$ cat src/design/pbes_pkg.sv
// shared types, codes and a helper function for the panel button and encoder scanner
package pbes_pkg;

   typedef enum logic [1:0] {
      ACT_POLL   = 2'd0,
      ACT_SET    = 2'd1,
      ACT_TOGGLE = 2'd2,
      ACT_ROTATE = 2'd3
   } action_type;

   typedef enum logic [1:0] {
      PWR_NONE  = 2'd0,
      PWR_SET   = 2'd1,
      PWR_CLEAR = 2'd2
   } power_type;

   localparam logic [7:0] ALL_OUTPUTS = 8'hff;
   localparam int ENC_COUNT = 8;
   localparam int BTN_COUNT = 16;
   localparam logic signed [16:0] PEND_MAX = 17'sd32767;
   localparam logic signed [16:0] PEND_MIN = -17'sd32767;

   typedef struct packed {
      logic              rotate;
      logic [2:0]        index;
      logic signed [6:0] amount;
      logic              step;
      logic              group;
   } enc_cmd_type;

   function automatic logic [1:0] phase_code(input logic [1:0] phase);
      logic [1:0] code;
      case (phase)
         2'd0:    code = 2'b00;
         2'd1:    code = 2'b10;
         2'd2:    code = 2'b11;
         default: code = 2'b01;
      endcase
      return code;
   endfunction

endpackage

$ cat src/design/pbes_encoders.sv
// eight encoder pending counts and quadrature phases with group code readout
module pbes_encoders (
   input  logic                   clock,
   input  logic                   reset,
   input  pbes_pkg::enc_cmd_type  cmd,
   output logic [7:0]             codes
);

   logic signed [15:0] pending_ff [pbes_pkg::ENC_COUNT];
   logic signed [15:0] pending_in [pbes_pkg::ENC_COUNT];
   logic [1:0]         phase_ff   [pbes_pkg::ENC_COUNT];
   logic [1:0]         phase_in   [pbes_pkg::ENC_COUNT];
   logic signed [16:0] sum        [pbes_pkg::ENC_COUNT];

   always_comb begin
      for (int i = 0; i < pbes_pkg::ENC_COUNT; i++) begin
         pending_in[i] = pending_ff[i];
         phase_in[i]   = phase_ff[i];
         sum[i]        = 17'(pending_ff[i]) + 17'(cmd.amount);
         if (cmd.rotate && cmd.index == 3'(i)) begin
            if (sum[i] > pbes_pkg::PEND_MAX) begin
               pending_in[i] = 16'(pbes_pkg::PEND_MAX);
            end else if (sum[i] < pbes_pkg::PEND_MIN) begin
               pending_in[i] = 16'(pbes_pkg::PEND_MIN);
            end else begin
               pending_in[i] = sum[i][15:0];
            end
         end
         if (cmd.step && cmd.group == 1'(i >> 2)) begin
            if (pending_ff[i] > 16'sd0) begin
               pending_in[i] = pending_ff[i] - 16'sd1;
               phase_in[i]   = phase_ff[i] - 2'd1;
            end else if (pending_ff[i] < 16'sd0) begin
               pending_in[i] = pending_ff[i] + 16'sd1;
               phase_in[i]   = phase_ff[i] + 2'd1;
            end
         end
      end
   end

   // codes of the selected group, after this transaction's step
   always_comb begin
      for (int k = 0; k < 4; k++) begin
         codes[2*k +: 2] = pbes_pkg::phase_code(phase_in[{cmd.group, 2'(k)}]);
      end
   end

   always_ff @(posedge clock) begin
      if (reset) begin
         for (int i = 0; i < pbes_pkg::ENC_COUNT; i++) begin
            pending_ff[i] <= '0;
            phase_ff[i]   <= '0;
         end
      end else begin
         for (int i = 0; i < pbes_pkg::ENC_COUNT; i++) begin
            pending_ff[i] <= pending_in[i];
            phase_ff[i]   <= phase_in[i];
         end
      end
   end

endmodule

$ cat src/design/panel_button_encoder_scanner.sv
// top level of the panel button and encoder scanner
//
//  channel | dir | handshake             | contents
//  req     | in  | req_tvalid/req_tready | tuser action, tdata port levels and event fields
//  rsp     | out | rsp_tvalid/rsp_tready | tdata handled, write valid, data, power action
//
//  one transaction per cycle unless the result stalls; each one passes through the input register
//  and is answered from the result register
//  state is updated as a transaction moves from the input to the result register
//  reset clears all buttons, counts, phases and the last seen write count
//  a stalled result holds the pipeline; ready returns as soon as the result is taken
module panel_button_encoder_scanner #(
   parameter int POWER_BUTTON = 0,
   parameter int POWER_BIT    = 0,
   parameter int BTN0_SEL_BIT = 1,
   parameter int BTN1_SEL_BIT = 2,
   parameter int ENC0_SEL_BIT = 3,
   parameter int ENC1_SEL_BIT = 4
) (
   input  logic        clock,
   input  logic        reset,
   input  logic        req_tvalid,
   output logic        req_tready,
   // action
   input  logic [1:0]  req_tuser,
   // gp_direction, port_e_bits, e_write_count, item_index, pressed, rotate_amount, zero pad
   input  logic [63:0] req_tdata,
   output logic        rsp_tvalid,
   input  logic        rsp_tready,
   // handled, gp_write_valid, gp_data, power_action, zero pad
   output logic [15:0] rsp_tdata
);

   localparam logic [3:0] PWR_BTN_IDX = 4'(POWER_BUTTON);
   localparam logic [2:0] PWR_BIT_IDX = 3'(POWER_BIT);
   localparam logic [2:0] BTN0_IDX    = 3'(BTN0_SEL_BIT);
   localparam logic [2:0] BTN1_IDX    = 3'(BTN1_SEL_BIT);
   localparam logic [2:0] ENC0_IDX    = 3'(ENC0_SEL_BIT);
   localparam logic [2:0] ENC1_IDX    = 3'(ENC1_SEL_BIT);

   logic                    s1_valid_ff;
   pbes_pkg::action_type    action_ff;
   logic [7:0]              direction_ff;
   logic [7:0]              port_e_ff;
   logic [31:0]             write_count_ff;
   logic [3:0]              index_ff;
   logic                    pressed_ff;
   logic signed [6:0]       amount_ff;

   logic [pbes_pkg::BTN_COUNT-1:0] button_ff;
   logic [pbes_pkg::BTN_COUNT-1:0] button_in;
   logic [31:0]             last_count_ff;
   logic                    rsp_valid_ff;
   logic [15:0]             rsp_data_ff;

   logic                    advance;
   logic                    fire;
   logic                    poll;
   logic                    count_changed;
   logic                    pwr_btn;
   logic                    pwr_bit;
   pbes_pkg::power_type     power;
   logic                    handled;
   logic [7:0]              gp_data;
   logic                    enc_read;
   logic                    enc_group;
   pbes_pkg::enc_cmd_type   enc_cmd;
   logic [7:0]              enc_codes;

   assign advance    = !rsp_valid_ff || rsp_tready;
   assign req_tready = !s1_valid_ff || advance;
   assign fire       = s1_valid_ff && advance;

   assign poll = fire && action_ff == pbes_pkg::ACT_POLL &&
                 direction_ff != pbes_pkg::ALL_OUTPUTS;
   assign count_changed = write_count_ff != last_count_ff;
   assign pwr_btn = button_ff[PWR_BTN_IDX];
   assign pwr_bit = port_e_ff[PWR_BIT_IDX];

   always_comb begin
      power = pbes_pkg::PWR_NONE;
      if (pwr_btn && !pwr_bit) begin
         power = pbes_pkg::PWR_SET;
      end else if (!pwr_btn && pwr_bit) begin
         power = pbes_pkg::PWR_CLEAR;
      end
   end

   // select decode, active low, fixed priority
   always_comb begin
      handled   = 1'b1;
      gp_data   = '0;
      enc_read  = 1'b0;
      enc_group = 1'b0;
      if (!port_e_ff[BTN0_IDX]) begin
         gp_data = button_ff[7:0];
      end else if (!port_e_ff[BTN1_IDX]) begin
         gp_data = button_ff[15:8];
      end else if (!port_e_ff[ENC0_IDX]) begin
         enc_read = 1'b1;
         gp_data  = enc_codes;
      end else if (!port_e_ff[ENC1_IDX]) begin
         enc_read  = 1'b1;
         enc_group = 1'b1;
         gp_data   = enc_codes;
      end else begin
         handled = 1'b0;
      end
   end

   always_comb begin
      enc_cmd.rotate = fire && action_ff == pbes_pkg::ACT_ROTATE && !index_ff[3];
      enc_cmd.index  = index_ff[2:0];
      enc_cmd.amount = amount_ff;
      enc_cmd.step   = poll && enc_read && count_changed;
      enc_cmd.group  = enc_group;
   end

   pbes_encoders u_encoders (
      .clock (clock),
      .reset (reset),
      .cmd   (enc_cmd),
      .codes (enc_codes)
   );

   always_comb begin
      button_in = button_ff;
      if (fire) begin
         case (action_ff)
            pbes_pkg::ACT_SET:    button_in[index_ff] = pressed_ff;
            pbes_pkg::ACT_TOGGLE: button_in[index_ff] = !button_ff[index_ff];
            default:              button_in = button_ff;
         endcase
      end
   end

   always_ff @(posedge clock) begin
      if (reset) begin
         s1_valid_ff   <= 1'b0;
         rsp_valid_ff  <= 1'b0;
         button_ff     <= '0;
         last_count_ff <= '0;
      end else begin
         if (req_tready) begin
            s1_valid_ff <= req_tvalid;
         end
         if (advance) begin
            rsp_valid_ff <= s1_valid_ff;
         end
         button_ff <= button_in;
         if (poll) begin
            last_count_ff <= write_count_ff;
         end
      end
   end

   // input and result payload
   always_ff @(posedge clock) begin
      if (req_tready && req_tvalid) begin
         action_ff      <= pbes_pkg::action_type'(req_tuser);
         direction_ff   <= req_tdata[7:0];
         port_e_ff      <= req_tdata[15:8];
         write_count_ff <= req_tdata[47:16];
         index_ff       <= req_tdata[51:48];
         pressed_ff     <= req_tdata[52];
         amount_ff      <= req_tdata[59:53];
      end
      if (fire) begin
         if (poll) begin
            rsp_data_ff <= {4'd0, power, (handled ? gp_data : 8'd0), handled, handled};
         end else begin
            rsp_data_ff <= '0;
         end
      end
   end

   assign rsp_tvalid = rsp_valid_ff;
   assign rsp_tdata  = rsp_data_ff;

   a_unhandled_zero: assert property (@(posedge clock) disable iff (reset)
      rsp_valid_ff && !rsp_data_ff[0] |-> rsp_data_ff[9:1] == 9'd0)
      else $error("unhandled transaction carries data");

   a_no_invented: assert property (@(posedge clock) disable iff (reset)
      rsp_valid_ff && rsp_tready && !s1_valid_ff |=> !rsp_valid_ff)
      else $error("result appeared without a transaction");

   a_count_on_poll: assert property (@(posedge clock) disable iff (reset)
      !poll |=> $stable(last_count_ff))
      else $error("write count recorded outside a poll");

   a_step_needs_read: assert property (@(posedge clock) disable iff (reset)
      enc_cmd.step |-> poll && handled && !enc_cmd.rotate)
      else $error("encoder step without an encoder read");

endmodule

$ cat config.mk
export PLATFORM = sky130hd
export DESIGN_NAME = panel_button_encoder_scanner
export DESIGN_NICKNAME = d
export VERILOG_FILES = /design/src/design/pbes_pkg.sv /design/src/design/pbes_encoders.sv /design/src/design/panel_button_encoder_scanner.sv
export SDC_FILE = /design/constraint.sdc
export NUM_CORES = 1
export LEC_CHECK = 0
export BUFFER_PORTS_ARGS = -buffer_cell sky130_fd_sc_hd__buf_2
export CORE_ASPECT_RATIO = 0.5
export CORE_MARGIN = 2
export CORE_UTILIZATION = 40
export CTS_CLUSTER_DIAMETER = 40
export CTS_CLUSTER_SIZE = 10
export DETAILED_ROUTE_END_ITERATION = 8
export HOLD_SLACK_MARGIN = 0.06
export PLACE_DENSITY_LB_ADDON = 0.1
export REMOVE_ABC_BUFFERS = 1
export SYNTH_ARGS = -nofsm -noshare
export SYNTH_HDL_FRONTEND = slang
export SYNTH_SLANG_ARGS = --single-unit
$ cat constraint.sdc
create_clock -name clock -period 5.25 [get_ports clock]
set_clock_uncertainty 0.2 [all_clocks]
set_input_delay 1.05 -clock clock [delete_from_list [all_inputs] [get_ports clock]]
set_output_delay 1.05 -clock clock [all_outputs]
set_load 0.02 [all_outputs]
==> results.toml, run 1 <==
[layout]
area_growth_pct = 11.46
fin_nets = 3273
drive_gt1_frac = 0.09008
final_cells = 3843
n_antenna_cell = 0
register_area_mm2 = 0.005986
multiInputGateArea_mm2 = 0.01649
fillCellCount = 5793

[clock_tree]
cts_tree = "built"
cts_resized = 0
path_clk_slew_ns = 0.05
cts_setup_buffers = 0
clkSinkCount = 264
h-tree-depth = 2
insertion_delay_ns = 0.58
numCtsBuffers = 43
cts_buffer_depth = 3
cts-hold-fix-buffers = 0
cts_root_buffer = "clkbuf_16"

[drt]
drc = 0
routedWlPerCell_um = 18.47
wirelength_met1_um = 35680
totalWireLength_um = 70980
wl_met3_um = 3229
postRouteAntennaNets = 0
viasPerCell = 5.853
vias = 22500
highest_layer = "met4"
drt_iter0_markers = 1794
dr_wl_met2_um = 30940
first_pass_iters = 5

[sta]
hold_viol_final = 0
worstMarginPinSlew_ns = 1.267
rsz0062_at_grt = "no"
timing.final.crit_share = 0.8685
fin_crit_ns = 4.560
slew-limit-headroom = 0.1553
setup-violations-final = 0
setup_slack_ns = 0.6904
maxSlewViolCount = 0
fmax_mhz = 219.3

[global_routing]
grt_max_degree = 62
antenna_found_initial = 0
grt-ovfl-total = 0
track_usage = 0.2295
grt_pass1_vias = 21240
grt_pass1_wl_um = 115300

[job]
drv_cap = 0

[setup_path]
worst_ep_arrival_time_ns = 4.77
critical_path.top_delay_family = "simple AND/OR/NAND/NOR gates"
path_buf_inv = 2
slowest_stage = "edfxtp_1"
crit_chain = "inv_1, fa_1, nor2b_1, o211ai_1, mux2i_1, nand2_1, or4_1, or4_1, o32ai_1, buf_4, a21o_1, o22ai_1"
r2r-end = "u_encoders.pending_ff[0][39]"
crit_required_ns = 5.46
end_kind = "register"
critPathKind = "register to register"
critPathMostFrequentCell = "or4_1"
critPathMaxFanout = 7
r2r_cells = 12
slowest_delay_ns = 0.65
reg2reg_setup_slack_ns = 0.69
r2r-start = "amount_ff[1]"
critPathLaunchType = "register"

[place]
pre_cts_slack_ns = 0.6860
place_congestion = 0.8426
portBuffers = 76
placed_cells = 3763
dpl.hpwl_um = 52580

[synth]
synthCells = 3039
syn_area_mm2 = 0.02356
syn_avg_cell_area_um2 = 7.754
synth_edf_count = 70
synth_cell_types = 87
yosysSeqAreaShare = 0.2540
synth_top_area_frac = 0.1648
async_flop_share = 0
netlist_top_cells_area = "dfxtp_1 16%, edfxtp_1 8.9%, ha_1 8.2%"
ys_seq_elements = 264
yosys.area.top_type = "dfxtp_1"
ys_warn_count = 0
synth_commonest_cells = "268 x a21oi_1, 264 x nor2_1, 245 x nand2_1"
yosysMostFrequentCell = "a21oi_1"
synth_ff_type = "dfxtp_1"

[floorplan]
die_h_um = 175.6
ioPinCount = 88
dieArea_mm2 = 0.06099
coreArea_mm2 = 0.05779
initial_core_util = 0.4077
rows = 62
die_w_um = 347.3

[worst_hold_path]
min_to = "last_count_ff[10]"
hold_depth = 2
holdCritPathClass = "register to register"
worstHoldStart = "last_count_ff[10]"

[power]
ir_drop_mv = 0.2141
power_leakage_uw = 0.009965
p_per_area_mw_per_mm2 = 236.0
p_total_uw = 6199

[outcome]
outcome = "complete, no violations"
==> layout make-up <==
cell class	instances	area share
multi-input cells	2488	0.6280
flip-flops and latches	264	0.2279
clock buffers	57	0.04373
repair buffers	152	0.03678
well taps	768	0.03659
clock inverters	23	0.01396
inverters	91	0.01301
==> report_power, final <==
part           total, uW  switching [uW]  internal, uW  leakage, uW
sequential          2210            68.7          2140      0.00224
combinational        925             555           370      0.00700
clock               3060            1110          1950     0.000729
==> flip-flops by register name, indices dropped and copies added, names as in the netlist <==
signal,cells
u_encoders.pending_ff,128
action_ff,2
pressed_ff,1
last_count_ff,32
port_e_ff,5
button_ff,16
write_count_ff,32
s1_valid_ff,1
rsp_tdata,11
u_encoders.phase_ff,16
rsp_tvalid,1
direction_ff,8
amount_ff,7
index_ff,4
==> per-stage QoR <==
step / setup TNS (ns) / util / instance area (um2) / hold WS (ns)
6_report: 0 / 0.4544 / 26260 / 0.2642
5_1_grt: 0 / 0.4544 / 26260 / 0.2810
4_1_cts: 0 / 0.4544 / 26260 / 0.2669
3_5_place_dp: 0 / 0.4282 / 24750 / 0.2591
3_3_place_gp: 0 / 0.4282 / 24750 / 0.2542
2_1_floorplan: -1.216 / - / 22810 / 0.2369
==> how the worst max path moves through the flow <==
stage / startpoint / end / slack, ns / depth (start not counted)
floorplan: rsp_tready / rsp_tdata[5] / -0.21 / 11
global placement: amount_ff[1] / u_encoders.pending_ff[0][39] / 0.69 / 12
detailed placement: rsp_tready / rsp_tdata[8] / 0.69 / 14
CTS: amount_ff[1] / u_encoders.pending_ff[0][39] / 0.66 / 12
global route: u_encoders.pending_ff[0][48] / rsp_tdata[8] / 0.36 / 15
finish: amount_ff[1] / u_encoders.pending_ff[0][39] / 0.69 / 12
==> worst reg2reg max path, stage by stage, from the launching register on <==
cell      delay [ns]
edfxtp_1        0.65
inv_1           0.36
fa_1            0.57
nor2b_1         0.18
o211ai_1        0.17
mux2i_1         0.19
nand2_1         0.08
or4_1           0.54
or4_1           0.56
o32ai_1         0.31
buf_4           0.18
a21o_1          0.28
o22ai_1         0.14
==> per-layer routing <==
layer	GRT usage	vias to the layer above
met5	0	-
met4	0.04565	0
met3	0.02785	85
met2	0.3639	506
met1	0.3346	10650
li1	-	11260
==> cells in the final DEF, fill, tap and decap left out, drive strengths merged, types with 37 or more instances in the layout <==
| cell | synthesis | final |
|---|---|---|
| buf | 14 | 152 |
| clkbuf | 185 | 57 |
| nand3 | 92 | 92 |
| a22oi | 63 | 63 |
| nor2 | 264 | 264 |
| nand4 | 45 | 45 |
| a211oi | 38 | 38 |
| and3 | 38 | 38 |
| a21oi | 269 | 269 |
| ha | 155 | 155 |
| o22ai | 93 | 93 |
| edfxtp | 70 | 70 |
| nor3 | 90 | 90 |
| o21ai | 193 | 193 |
| xor2 | 79 | 79 |
| dfxtp | 194 | 194 |
| nor2b | 37 | 37 |
| xnor2 | 221 | 221 |
| a21o | 53 | 53 |
| inv | 91 | 96 |
| nand2 | 245 | 245 |
==> logic make-up (layout without fill, tap and decap cells) <==
group / Yosys count / after routing / synth area share
AOI/OAI and AO/OA: 949 / 949 / 0.2570
xor gates and xnor gates: 300 / 300 / 0.1115
adders and majority gates: 180 / 180 / 0.09632
buffers and inverters: 290 / 323 / 0.04710
DFF: 264 / 264 / 0.2540
muxes: 42 / 42 / 0.02097
other: 1 / 4 / 0.0001591
and+or+nand+nor: 1013 / 1013 / 0.2129
Power figures use the tool's default switching activity.
==> inputs of run 2 (changes only) <==
- CORE_MARGIN: 2 -> 5
==> results.toml, run 2 (synthesis results as in run 1) <==
[clock_tree]
path_clk_slew_ns = 0.05
clkSinkCount = 264
numCtsBuffers = 42
cts-hold-fix-buffers = 0
h-tree-depth = 2
cts_resized = 0
cts_buffer_depth = 3
cts_setup_buffers = 0
cts_tree = "built"
insertion_delay_ns = 0.58
cts_root_buffer = "clkbuf_16"

[drt]
drc = 0
routedWlPerCell_um = 18.46
totalWireLength_um = 70850
postRouteAntennaNets = 0
vias = 22360
viasPerCell = 5.826
first_pass_iters = 5
drt_iter0_markers = 1506

[sta]
fin_crit_ns = 4.599
finalSetupTns_ns = 0
maxSlewViolCount = 0
setup-violations-final = 0
hold_viol_final = 0
rsz0062_at_grt = "no"
slew-limit-headroom = 0.1548
fmax_mhz = 217.4
setup_slack_ns = 0.6508
worstMarginPinSlew_ns = 1.268
timing.final.crit_share = 0.8760

[layout]
final_cell_mix = "268 x a21oi_1, 264 x nor2_1, 245 x nand2_1"
fillCellCount = 5862
top_register = "u_encoders.pending_ff"
multiInputGateArea_mm2 = 0.01649
final_cells = 3838
fin_nets = 3269
largest_reg_flops = 128
area_growth_pct = 10.96
utilization = 0.4518
drive_gt1_frac = 0.08925
largestRegisters = "u_encoders.pending_ff: 128 flops, last_count_ff: 32 flops, write_count_ff: 32 flops"
layout_commonest_cell = "a21oi_1"
n_antenna_cell = 0
register_area_mm2 = 0.005986

[setup_path]
critPathLaunchType = "register"
end_kind = "register"
critPathMaxFanout = 7
slowest_delay_ns = 0.75
critical_path.top_delay_family = "simple AND/OR/NAND/NOR gates"
critPathMostFrequentCell = "or4_1"
critPathKind = "register to register"
crit_chain = "ha_1, inv_1, fa_1, nor2b_1, o211ai_1, mux2i_1, nand2_1, or4_1, or4_1, o32ai_1, a21o_1, o22ai_1"
crit_required_ns = 5.46
worst_ep_arrival_time_ns = 4.81
path_buf_inv = 1
slowest_stage = "edfxtp_1"

[place]
place_congestion = 0.8655
pre_cts_slack_ns = 0.7303
portBuffers = 76
placed_cells = 3760
dpl.hpwl_um = 52170

[power]
power_leakage_uw = 0.009913
p_per_area_mw_per_mm2 = 226.8
pwr-share-clk = 0.472
seq_power_share = 0.373
combPwrFrac = 0.155
p_sw_frac = 0.2924
power.internal_uw = 4196
ir_drop_mv = 0.2150
p_sw_uw = 1734
p_total_uw = 5930

[global_routing]
top_usage_layer = "met2"
grt_use_met2 = 0.3388
grt_max_degree = 56
track_usage = 0.2117
grt-ovfl-total = 0
grt_pass1_wl_um = 113500
grt_pass1_vias = 20970
grtUsageMet1 = 0.2975
antenna_found_initial = 3
grtUsageMet3 = 0.03409

[floorplan]
rows = 62
initial_core_util = 0.4072
coreArea_mm2 = 0.05787
ioPinCount = 88
die_h_um = 181.6
dieArea_mm2 = 0.06416
die_w_um = 353.3

[job]
drv_cap = 0

[worst_hold_path]
holdCritPathClass = "register to register"

[outcome]
outcome = "complete, no violations"
[run 2: cell types whose count changed in the layout (fill, tap and decap cells not counted), sizes merged]
| cell | previous run | this run |
|---|---|---|
| clkinvlp | 4 | 3 |
| inv | 96 | 94 |
| buf | 152 | 149 |
| clkinv | 6 | 13 |
| bufinv | 8 | 2 |
[run 2: layer usage]
metal,up-vias,part of all wire
li1,11250,-
met1,10570,0.49
met2,444,0.44
met3,100,0.045
met4,4,0.023
met5,-,0.00030
[run 2: cell type report]
class                   count  share of cell area
flip-flops and latches    264              0.2289
well taps                 768             0.03675
clock inverters            21            0.009235
clock buffers              57             0.04465
multi-input cells        2488              0.6308
repair buffers            149             0.03656
inverters                  91             0.01306
[run 2: worst paths after layout]
path                                   to  cells past startpoint         startpoint  slack (ns)
max          u_encoders.pending_ff[0][33]                     12       amount_ff[0]        0.65
min                     last_count_ff[21]                      2  last_count_ff[21]        0.27
max reg2reg  u_encoders.pending_ff[0][33]                     12       amount_ff[0]        0.65
min reg2reg             last_count_ff[21]                      2  last_count_ff[21]        0.27
[run 2: power by group through the flow]
stage	logic, uW	registers [uW]	clock network [uW]
6_report	921	2210	2800
5_1_grt	1020	2220	2960
4_1_cts	918	2210	2860
3_5_place_dp	913	2250	0
3_3_place_gp	908	2250	0
2_1_floorplan	634	2240	0
[run 2: worst reg2reg max path, stage by stage, from the launching register on]
cell and delay [ns]:
edfxtp_1 0.75, ha_1 0.28, inv_1 0.06, fa_1 0.40, nor2b_1 0.17, o211ai_1 0.18, mux2i_1 0.19, nand2_1 0.08
or4_1 0.53, or4_1 0.56, o32ai_1 0.54, a21o_1 0.37, o22ai_1 0.13
[run 2: per-stage QoR]
stage               hold WS [ns]  instance area [um2]
detailed placement        0.2591                24740
finish                    0.2650                26150
CTS                       0.2666                26150
global placement          0.2538                24740
floorplan                 0.2369                22810
global route              0.2893                26150
